[src/hw/rtl/fqs_pkg.sv]
// ----------------------------------------------------------------------------
// fqs_pkg: shared definitions for the FIFO queue with search
// Holds field widths, command and status codes, and the control structs that
// pass between the sequencer, the match unit and the top level.
// ----------------------------------------------------------------------------
package fqs_pkg;

	localparam int DATA_W    = 32;
	localparam int CMD_W     = 2;
	localparam int STATUS_W  = 2;
	localparam int DEPTH_DEF = 16;

	typedef enum logic [CMD_W-1:0] {
		CMD_ENQ  = 2'd0,
		CMD_DEQ  = 2'd1,
		CMD_SRCH = 2'd2
	} cmd_t;

	typedef enum logic [STATUS_W-1:0] {
		STS_OK    = 2'd0,
		STS_EMPTY = 2'd1,
		STS_FULL  = 2'd2
	} status_t;

	typedef enum logic [1:0] {
		S_IDLE,
		S_SRCH,
		S_DONE
	} state_t;

	// Control of the shared compare unit.
	typedef struct packed {
		logic load;   // latch a new key and clear the hit flag
		logic cmp;    // memory read data is valid, compare it
	} match_ctl_t;

	// Result handed to the output register.
	typedef struct packed {
		logic    load;
		status_t status;
		logic    sel_rdata;
		logic    found;
	} res_ctl_t;

endpackage

[src/hw/rtl/fqs_if.sv]
// ----------------------------------------------------------------------------
// fqs_if: request and response channels of the FIFO queue with search
// Valid/ready channels; a beat moves at a clock edge with valid and ready high.
// ----------------------------------------------------------------------------
interface fqs_req_if;
	logic                              valid;
	logic                              ready;
	logic [fqs_pkg::CMD_W-1:0]         command;
	logic signed [fqs_pkg::DATA_W-1:0] value;

	modport source (output valid, output command, output value, input ready);
	modport sink   (input valid, input command, input value, output ready);
endinterface

interface fqs_rsp_if;
	logic                              valid;
	logic                              ready;
	logic [fqs_pkg::STATUS_W-1:0]      status;
	logic signed [fqs_pkg::DATA_W-1:0] read_value;
	logic                              found;

	modport source (output valid, output status, output read_value, output found,
		input ready);
	modport sink   (input valid, input status, input read_value, input found,
		output ready);
endinterface

[src/hw/rtl/fqs_ram.sv]
// ----------------------------------------------------------------------------
// fqs_ram: generic single-write, single-read RAM
// One write port and one read port with registered, enabled read data.
// ----------------------------------------------------------------------------
module fqs_ram #(
	parameter int WIDTH = 32,
	parameter int DEPTH = 16
) (
	input  logic                     clk,
	input  logic                     we,
	input  logic [$clog2(DEPTH)-1:0] waddr,
	input  logic [WIDTH-1:0]         wdata,
	input  logic                     re,
	input  logic [$clog2(DEPTH)-1:0] raddr,
	output logic [WIDTH-1:0]         rdata
);

	logic [WIDTH-1:0] mem_q [DEPTH];

	always_ff @(posedge clk) begin
		if (we) begin
			mem_q[waddr] <= wdata;
		end
		if (re) begin
			rdata <= mem_q[raddr];
		end
	end

endmodule

[src/hw/rtl/fqs_match.sv]
// ----------------------------------------------------------------------------
// fqs_match: shared compare unit
// Holds the search key and accumulates a hit over the entries read out.
// ----------------------------------------------------------------------------
module fqs_match (
	input  logic                      clk,
	input  logic                      arst_n,
	input  fqs_pkg::match_ctl_t       ctl,
	input  logic [fqs_pkg::DATA_W-1:0] key,
	input  logic [fqs_pkg::DATA_W-1:0] rdata,
	output logic                      hit
);

	logic [fqs_pkg::DATA_W-1:0] key_q;
	logic                       hit_q;
	logic                       eq;

	assign eq  = (rdata == key_q);
	assign hit = hit_q | (ctl.cmp & eq);

	always_ff @(posedge clk) begin
		if (ctl.load) begin
			key_q <= key;
		end
	end

	always_ff @(posedge clk or negedge arst_n) begin
		if (!arst_n) begin
			hit_q <= 1'b0;
		end else if (ctl.load) begin
			hit_q <= 1'b0;
		end else if (ctl.cmp) begin
			hit_q <= hit_q | eq;
		end
	end

endmodule

[src/hw/rtl/fqs_ctrl.sv]
// ----------------------------------------------------------------------------
// fqs_ctrl: queue pointers and command sequencer
// Keeps head, tail and occupancy, drives the RAM ports, steps a search over
// the stored entries one per cycle and hands each result to the output stage.
// ----------------------------------------------------------------------------
module fqs_ctrl #(
	parameter int DEPTH = fqs_pkg::DEPTH_DEF
) (
	input  logic                      clk,
	input  logic                      arst_n,
	input  logic                      in_valid,
	input  logic [fqs_pkg::CMD_W-1:0] in_cmd,
	output logic                      in_ready,
	input  logic                      out_free,
	input  logic                      hit,
	output logic                      we,
	output logic [$clog2(DEPTH)-1:0]  waddr,
	output logic                      re,
	output logic [$clog2(DEPTH)-1:0]  raddr,
	output fqs_pkg::match_ctl_t       mctl,
	output fqs_pkg::res_ctl_t         res
);

	localparam int AW = $clog2(DEPTH);
	localparam int OW = $clog2(DEPTH + 1);
	localparam logic [AW-1:0] LAST_IDX = AW'(DEPTH - 1);
	localparam logic [OW-1:0] FULL_OCC = OW'(DEPTH);

	fqs_pkg::state_t state_q, state_d;

	logic [AW-1:0] head_q, tail_q, rd_ptr_q;
	logic [OW-1:0] occ_q, left_q;
	fqs_pkg::status_t status_q;
	logic sel_q, found_q;

	logic acc, is_empty, is_full;
	logic [AW-1:0] head_nx, tail_nx, rd_ptr_nx;

	assign acc      = in_valid & in_ready;
	assign is_empty = (occ_q == '0);
	assign is_full  = (occ_q == FULL_OCC);
	assign head_nx   = (head_q == LAST_IDX) ? '0 : head_q + AW'(1);
	assign tail_nx   = (tail_q == LAST_IDX) ? '0 : tail_q + AW'(1);
	assign rd_ptr_nx = (rd_ptr_q == LAST_IDX) ? '0 : rd_ptr_q + AW'(1);

	// Next state.
	always_comb begin
		state_d = state_q;
		unique case (state_q)
			fqs_pkg::S_IDLE: begin
				if (acc && !is_empty) begin
					if (in_cmd == fqs_pkg::CMD_DEQ) begin
						state_d = fqs_pkg::S_DONE;
					end else if (in_cmd == fqs_pkg::CMD_SRCH) begin
						state_d = (occ_q == OW'(1)) ? fqs_pkg::S_DONE : fqs_pkg::S_SRCH;
					end
				end
			end
			fqs_pkg::S_SRCH: begin
				if (left_q == '0) begin
					state_d = fqs_pkg::S_DONE;
				end
			end
			fqs_pkg::S_DONE: begin
				if (out_free) begin
					state_d = fqs_pkg::S_IDLE;
				end
			end
			default: state_d = fqs_pkg::S_IDLE;
		endcase
	end

	// Outputs.
	always_comb begin
		in_ready       = 1'b0;
		we             = 1'b0;
		waddr          = tail_q;
		re             = 1'b0;
		raddr          = head_q;
		mctl           = '0;
		res.load       = 1'b0;
		res.status     = fqs_pkg::STS_OK;
		res.sel_rdata  = 1'b0;
		res.found      = 1'b0;
		unique case (state_q)
			fqs_pkg::S_IDLE: begin
				in_ready = out_free;
				if (acc) begin
					unique case (in_cmd)
						fqs_pkg::CMD_ENQ: begin
							res.load = 1'b1;
							if (is_full) begin
								res.status = fqs_pkg::STS_FULL;
							end else begin
								we = 1'b1;
							end
						end
						fqs_pkg::CMD_DEQ: begin
							if (is_empty) begin
								res.load   = 1'b1;
								res.status = fqs_pkg::STS_EMPTY;
							end else begin
								re = 1'b1;
							end
						end
						fqs_pkg::CMD_SRCH: begin
							if (is_empty) begin
								res.load = 1'b1;
							end else begin
								re        = 1'b1;
								mctl.load = 1'b1;
							end
						end
						default: res.load = 1'b1;
					endcase
				end
			end
			fqs_pkg::S_SRCH: begin
				// Every search cycle compares one entry and fetches the next;
				// the last entry fetched here is compared in S_DONE.
				mctl.cmp = 1'b1;
				raddr    = rd_ptr_q;
				re       = 1'b1;
			end
			fqs_pkg::S_DONE: begin
				res.load      = out_free;
				res.status    = status_q;
				res.sel_rdata = sel_q;
				// The hit flag keeps the outcome of an earlier search, so only
				// a search reports it.
				res.found     = ~sel_q & (found_q | hit);
				mctl.cmp      = ~sel_q;
			end
			default: ;
		endcase
	end

	always_ff @(posedge clk or negedge arst_n) begin
		if (!arst_n) begin
			state_q  <= fqs_pkg::S_IDLE;
			head_q   <= '0;
			tail_q   <= '0;
			occ_q    <= '0;
			rd_ptr_q <= '0;
			left_q   <= '0;
			status_q <= fqs_pkg::STS_OK;
			sel_q    <= 1'b0;
			found_q  <= 1'b0;
		end else begin
			state_q <= state_d;
			if (state_q == fqs_pkg::S_IDLE && acc) begin
				found_q  <= 1'b0;
				status_q <= fqs_pkg::STS_OK;
				if (in_cmd == fqs_pkg::CMD_ENQ && !is_full) begin
					tail_q <= tail_nx;
					occ_q  <= occ_q + OW'(1);
				end
				if (in_cmd == fqs_pkg::CMD_DEQ && !is_empty) begin
					head_q <= head_nx;
					occ_q  <= occ_q - OW'(1);
					sel_q  <= 1'b1;
				end
				if (in_cmd == fqs_pkg::CMD_SRCH && !is_empty) begin
					rd_ptr_q <= head_nx;
					left_q   <= occ_q - OW'(2);
					sel_q    <= 1'b0;
				end
			end
			if (state_q == fqs_pkg::S_SRCH) begin
				if (left_q != '0) begin
					rd_ptr_q <= rd_ptr_nx;
					left_q   <= left_q - OW'(1);
				end else begin
					found_q <= hit;
				end
			end
		end
	end

	a_occ_bound: assert property (@(posedge clk) disable iff (!arst_n)
		occ_q <= FULL_OCC)
		else $error("occupancy above capacity");

	a_empty_ptrs: assert property (@(posedge clk) disable iff (!arst_n)
		is_empty |-> head_q == tail_q)
		else $error("empty queue with head and tail apart");

	a_full_ptrs: assert property (@(posedge clk) disable iff (!arst_n)
		is_full |-> head_q == tail_q)
		else $error("full queue with head and tail apart");

	a_no_rw: assert property (@(posedge clk) disable iff (!arst_n)
		!(we && re))
		else $error("write and read issued together");

	a_left_bound: assert property (@(posedge clk) disable iff (!arst_n)
		state_q == fqs_pkg::S_SRCH |-> left_q < occ_q)
		else $error("search count beyond occupancy");

endmodule

[src/hw/rtl/fifo_queue_with_search.sv]
// ----------------------------------------------------------------------------
// fifo_queue_with_search: bounded FIFO of 32-bit words with content search
// Top level: request/response channels, storage RAM, sequencer, compare unit
// and the response register.
// ----------------------------------------------------------------------------
// Each request beat carries a command (enqueue, dequeue or search) and a word,
// and yields exactly one response beat with status, read_value and found.
// Enqueue, a dequeue or search of an empty queue and the unused command code
// reach the response register at the edge that accepts them. A successful
// dequeue passes through the done state first, because the word comes out
// of the registered single read port of the storage RAM. A search reads the
// stored entries one per cycle through that same port and compares each
// with the key in one shared comparator. One request is in work at a time;
// a new request is taken as soon as the sequencer is idle and the response
// register is empty or being emptied in the same cycle. The storage is not
// cleared at reset and needs no clearing pass: only entries that were
// written are ever read.
// ----------------------------------------------------------------------------
module fifo_queue_with_search #(
	parameter int DEPTH = fqs_pkg::DEPTH_DEF
) (
	input logic           clk,
	input logic           arst_n,
	fqs_req_if.sink       req,
	fqs_rsp_if.source     rsp
);

	localparam int AW = $clog2(DEPTH);

	// Storage port signals from the sequencer.
	logic          we, re;
	logic [AW-1:0] waddr, raddr;
	logic [fqs_pkg::DATA_W-1:0] rdata;

	fqs_pkg::match_ctl_t mctl;
	fqs_pkg::res_ctl_t   res;
	logic                hit;

	// Response register state.
	logic                         out_valid_q;
	logic [fqs_pkg::STATUS_W-1:0] status_q;
	logic [fqs_pkg::DATA_W-1:0]   read_value_q;
	logic                         found_q;
	logic                         out_free;

	// The response register can take a new result when it is empty or when
	// its current beat leaves at this edge.
	assign out_free = ~out_valid_q | rsp.ready;

	fqs_ram #(
		.WIDTH (fqs_pkg::DATA_W),
		.DEPTH (DEPTH)
	) u_ram (
		.clk   (clk),
		.we    (we),
		.waddr (waddr),
		.wdata (req.value),
		.re    (re),
		.raddr (raddr),
		.rdata (rdata)
	);

	fqs_ctrl #(
		.DEPTH (DEPTH)
	) u_ctrl (
		.clk      (clk),
		.arst_n   (arst_n),
		.in_valid (req.valid),
		.in_cmd   (req.command),
		.in_ready (req.ready),
		.out_free (out_free),
		.hit      (hit),
		.we       (we),
		.waddr    (waddr),
		.re       (re),
		.raddr    (raddr),
		.mctl     (mctl),
		.res      (res)
	);

	// The key is latched from the request beat when a search starts.
	fqs_match u_match (
		.clk    (clk),
		.arst_n (arst_n),
		.ctl    (mctl),
		.key    (req.value),
		.rdata  (rdata),
		.hit    (hit)
	);

	// Response valid flag. A new result only loads when out_free is high, so
	// a waiting beat is never overwritten.
	always_ff @(posedge clk or negedge arst_n) begin
		if (!arst_n) begin
			out_valid_q <= 1'b0;
		end else if (res.load) begin
			out_valid_q <= 1'b1;
		end else if (rsp.ready) begin
			out_valid_q <= 1'b0;
		end
	end

	// Response payload. The dequeued word is still held in the RAM read
	// register when the sequencer hands the result over.
	always_ff @(posedge clk) begin
		if (res.load) begin
			status_q     <= res.status;
			read_value_q <= res.sel_rdata ? rdata : '0;
			found_q      <= res.found;
		end
	end

	assign rsp.valid      = out_valid_q;
	assign rsp.status     = status_q;
	assign rsp.read_value = read_value_q;
	assign rsp.found      = found_q;

endmodule

[src/flat_wrapper.sv]
// flat-port wrapper written by rule: the top's interface ports become plain ports
module fifo_queue_with_search_flat 
#(
	parameter int DEPTH = fqs_pkg::DEPTH_DEF
)
  (clk, arst_n, req_valid, req_command, req_value, req_ready, rsp_valid, rsp_status, rsp_read_value, rsp_found, rsp_ready);
  fqs_req_if req_i ();
  fqs_rsp_if rsp_i ();
  input logic clk;
  input logic arst_n;
  input wire logic [$bits(req_i.valid)-1:0] req_valid;
  input wire logic [$bits(req_i.command)-1:0] req_command;
  input wire logic [$bits(req_i.value)-1:0] req_value;
  output wire logic [$bits(req_i.ready)-1:0] req_ready;
  output wire logic [$bits(rsp_i.valid)-1:0] rsp_valid;
  output wire logic [$bits(rsp_i.status)-1:0] rsp_status;
  output wire logic [$bits(rsp_i.read_value)-1:0] rsp_read_value;
  output wire logic [$bits(rsp_i.found)-1:0] rsp_found;
  input wire logic [$bits(rsp_i.ready)-1:0] rsp_ready;
  assign req_i.valid = req_valid;
  assign req_i.command = req_command;
  assign req_i.value = req_value;
  assign req_ready = req_i.ready;
  assign rsp_valid = rsp_i.valid;
  assign rsp_status = rsp_i.status;
  assign rsp_read_value = rsp_i.read_value;
  assign rsp_found = rsp_i.found;
  assign rsp_i.ready = rsp_ready;
  fifo_queue_with_search #(.DEPTH(DEPTH)) u_core (.clk(clk), .arst_n(arst_n), .req(req_i), .rsp(rsp_i));
endmodule
[config.mk]
export PLATFORM = sky130hd
export DESIGN_NAME = fifo_queue_with_search_flat
export DESIGN_NICKNAME = d
export VERILOG_FILES = /design/src/hw/rtl/fqs_pkg.sv /design/src/hw/rtl/fqs_if.sv /design/src/hw/rtl/fqs_ram.sv /design/src/hw/rtl/fqs_match.sv /design/src/hw/rtl/fqs_ctrl.sv /design/src/hw/rtl/fifo_queue_with_search.sv /design/src/flat_wrapper.sv
export SDC_FILE = /design/constraint.sdc
export NUM_CORES = 1
export LEC_CHECK = 0
export ABC_CLOCK_PERIOD_IN_PS = 6600
export BUFFER_PORTS_ARGS = -buffer_cell sky130_fd_sc_hd__buf_2
export CAP_MARGIN = 20
export CORE_ASPECT_RATIO = 0.75
export CORE_UTILIZATION = 45
export DETAILED_ROUTE_END_ITERATION = 8
export PLACE_DENSITY = 0.69
export RECOVER_POWER = 50
export REMOVE_ABC_BUFFERS = 1
export SYNTH_ARGS = -nofsm -noshare
export SYNTH_HDL_FRONTEND = slang
export SYNTH_SLANG_ARGS = --single-unit
[constraint.sdc]
create_clock -name clk -period 6.6 [get_ports clk]
set_clock_uncertainty 0.1 [all_clocks]
set_input_delay 0.99 -clock clk [delete_from_list [all_inputs] [get_ports clk]]
set_output_delay 0.99 -clock clk [all_outputs]
set_load 0.005 [all_outputs]
==> impl_metrics.tcl <==
set metrics [dict create \
    status "finished, violations left" \
    failed_checks "max-capacitance violations, max-slew violations" \
    num-fill-cells 4544 \
    leakage_nw 9.527 \
    avgRoutedWirePerCell_um 26.12 \
    synth_edf_count 611 \
    grt_use_total_pct 21.07 \
    drv_cap 2 \
    wl_um 60380 \
    endpoint_kind "flip-flop" \
    drt-vias-per-instance 5.930 \
    use_met2_pct 32.64 \
    fmax_ghz 0.2507 \
    cts_tree "yes" \
    powerDensity_nw_per_um2 440.8 \
    io_buffer_count 74 \
    drc 0 \
    seq_area_frac_synth_pct 74.85 \
    clockPowerShare_pct 26.0 \
    initial_core_util_pct 45.50 \
    busiest_layer "met2" \
    area_growth_syn_to_layout_pct 11.91 \
    relSlewSlack_pct -61.08 \
    die_h_um 207.9 \
    yosysUniqueCellTypes 52 \
    grt_max_degree 108 \
    pin_count 75 \
    core-area_um2 55930 \
    min_path_type "flip-flop to flip-flop" \
    yosys_warnings 0 \
    cp-start-kind "flip-flop" \
    htree_levels 2 \
    synth_area_um2 25450 \
    r2r_end "u_core.rsp.read_value[10]" \
    netSwitchingFraction_pct 33.69 \
    power.switching_mw 4.228 \
    cp_max_fo 34 \
    nNetsFinal 1590 \
    drive_gt1_share_pct 17.09 \
    worstHoldEndpoint "u_core.u_match.hit_q" \
    cts_root_buffer "clkbuf_16" \
    cts_resized 0 \
    r2r_start "u_core.u_ctrl.state_q[0]" \
    hold_viol 0 \
    critPathArrivalTime_ns 4.12 \
    ys_async_sr_fraction_pct 4.382 \
    use_met3_pct 3.964 \
    clk_latency_ns 0.60 \
    die-area_um2 57510 \
    grt_pass1_vias 13722 \
    clkSlewWorstSetupHoldPaths_ns 0.07 \
    path_class "flip-flop to flip-flop" \
    ir_drop_mv 0.5229 \
    power.total_mw 12.55 \
    cts_buffers 56 \
    multi_input_area_um2 6008 \
    final_cell_count_no_fill 2312 \
    regArea_um2 19050 \
    whs_path_depth 2 \
    p_int_mw 8.323 \
    grtUsageMet1_pct 30.67 \
    worstHoldStart "u_core.u_match.hit_q" \
    fin_crit_ns 3.988 \
    drtIter0Drc 1541 \
    rsz0062_at_grt "no" \
    r2r_slack_ns 2.61 \
    maxSlewViolCount 64 \
    p_seq_share_pct 41.2 \
    hpwlAfterDp_um 31730 \
    tightest_slew_ns 2.416 \
    reg2reg_depth 5 \
    period_share_pct 60.43 \
    fp.dieW_um 276.6 \
    synth_area_per_cell_um2 17.67 \
    placementRows 75 \
    setup_viol 0 \
    combPwrFrac_pct 32.7 \
    grt_pass1_wl_um 89050 \
    clock-sinks 639 \
    synth-seq-cells 639 \
    postCtsHoldBufs 0 \
    vias 13710 \
    synth_flop_cell "edfxtp_1" \
    first_pass_iters 5 \
    crit_required_ns 6.74 \
    grt_overflow 0 \
    gp_congestion 0.8027 \
    antenna_found_initial 2 \
    drtAntennaViolNets 0 \
    synth_cells 1440 \
    cts_buffer_depth 3 \
    place_inst 2205 \
    post-cts-setup-buffers 0 \
]
==> Yosys cell counts (all sizes together) (2+ instances only) <==
| master | number | area (um^2) |
|---|---|---|
| edfxtp | 611 | 18350 |
| nand2 | 159 | 596.8 |
| mux2i | 79 | 803.3 |
| mux4 | 68 | 1531 |
| nand3 | 68 | 340.3 |
| clkbuf | 41 | 153.9 |
| and3 | 37 | 231.5 |
| nand4 | 37 | 231.5 |
| xnor2 | 37 | 324.1 |
| buf | 34 | 266.5 |
| a31oi | 32 | 200.2 |
| a221oi | 29 | 429.2 |
| o211ai | 29 | 257.8 |
| dfrtp | 28 | 700.7 |
| inv | 25 | 93.84 |
| ha | 20 | 250.2 |
| nor2 | 16 | 62.56 |
| o21ai | 15 | 75.07 |
| a21oi | 9 | 45.04 |
| and2 | 9 | 56.30 |
| xor2 | 7 | 61.31 |
| mux2 | 6 | 67.56 |
| nor3 | 6 | 30.03 |
| nor4 | 6 | 37.54 |
| nand2b | 5 | 31.28 |
| o22ai | 4 | 25.02 |
| a32o | 3 | 30.03 |
| a32oi | 3 | 26.28 |
| nor2b | 2 | 12.51 |
| nor3b | 2 | 15.01 |
==> stage by stage <==
step / TNS [ns] / area [um^2] / hold slack [ns] / setup WS, ns / utilization [%]
floorplan: -11.34 / 25030 / 0.3543 / -0.4598 / -
global placement: 0 / 26740 / 0.3808 / 2.860 / 47.81
detailed placement: 0 / 26740 / 0.3831 / 2.735 / 47.81
CTS: 0 / 28560 / 0.3445 / 2.820 / 51.07
global route: 0 / 28470 / 0.4560 / 2.537 / 50.91
finish: 0 / 28480 / 0.4116 / 2.612 / 50.92
==> critical path, stage by stage (launching register included) <==
cell and delay [ns]:
dfrtp_1 0.39, inv_1 0.11, ha_1 0.18, clkbuf_1 1.73
a22o_1 0.52, buf_4 0.56
==> layout by cell type, fill, tap and decap left out, types with 6 or more instances in the layout <==
cell type and count:
inv_1 25, o211ai_1 21, nand4_1 37, clkbuf_1 65, nor2_1 11, clkinv_2 14, clkbuf_16 58, a31oi_1 32
buf_2 24, o211ai_2 8, nand3_1 68, nand2_1 159, edfxtp_1 611, o21ai_0 15, buf_4 30, mux2_2 6
dfrtp_1 28, nor3_1 6, ha_1 20, xnor2_1 37, and2_2 8, mux2i_1 76, xor2_1 7, a221oi_2 28
a21oi_1 9, and3_1 37, mux4_2 68, clkinv_1 10
==> registers in the layout (all words and copies together) (netlist names) <==
| register | count |
|---|---|
| u_core.rsp.status | 2 |
| u_core.u_match.key_q | 32 |
| u_core.u_ctrl.state_q | 2 |
| u_core.rsp.read_value | 32 |
| u_core.u_ctrl.left_q | 5 |
| u_core.u_ctrl.sel_q | 1 |
| u_core.u_ctrl.rd_ptr_q | 4 |
| u_core.rsp.valid | 1 |
| u_core.u_ram.rdata | 32 |
| u_core.u_ram.mem_q | 512 |
| u_core.u_ctrl.waddr | 4 |
| u_core.u_ctrl.head_q | 4 |
| u_core.u_match.hit_q | 1 |
| u_core.rsp.found | 1 |
| u_core.u_ctrl.occ_q | 5 |
| u_core.u_ctrl.found_q | 1 |
==> metal layers <==
metal	up-vias	part of all wire [%]
met2	637	46
li1	5897	-
met3	129	9.0
met5	-	0.020
met1	7045	42
met4	2	2.6
==> power groups by stage <==
stage,clock [mW],sequential [mW],combinational (mW)
6_report,3.27,5.18,4.11
5_1_grt,3.47,5.21,4.44
4_1_cts,3.31,5.18,4.14
3_5_place_dp,0,5.26,4.13
3_3_place_gp,0,5.26,4.04
2_1_floorplan,0,5.20,3.11
==> kinds of logic after synthesis <==
kind of cell    Yosys count  synth area share (%)
fa+ha+maj                20                0.9834
simple gates            349                 6.539
buf+inv                 100                 2.021
flops                   639                 74.85
compound gates          135                 4.647
xor+xnor                 44                 1.514
mux                     153                 9.440
==> worst max path at each step <==
| stage | start | end | slack, ns |
|---|---|---|---|
| 2_1_floorplan | u_core.u_ctrl.state_q[1] | u_core.u_ram.rdata[31] | -0.46 |
| 3_3_place_gp | rsp_ready | u_core.u_ram.mem_q[4][31] | 2.86 |
| 3_5_place_dp | rsp_ready | u_core.u_ram.mem_q[4][31] | 2.73 |
| 4_1_cts | u_core.u_ctrl.state_q[1] | u_core.u_ram.rdata[31] | 2.82 |
| 5_1_grt | u_core.u_ctrl.state_q[0] | u_core.rsp.read_value[5] | 2.54 |
| 6_report | u_core.u_ctrl.state_q[0] | u_core.rsp.read_value[10] | 2.61 |
==> layout make-up <==
class	instances	area share, %
inverters	25	0.3295
well taps	731	3.212
diodes	1	0.008787
clock buffers	73	5.365
repair buffers	109	2.052
flip-flops and latches	639	66.89
multi-input cells	701	21.10
clock inverters	33	1.046
Power figures use the tool's default switching activity.
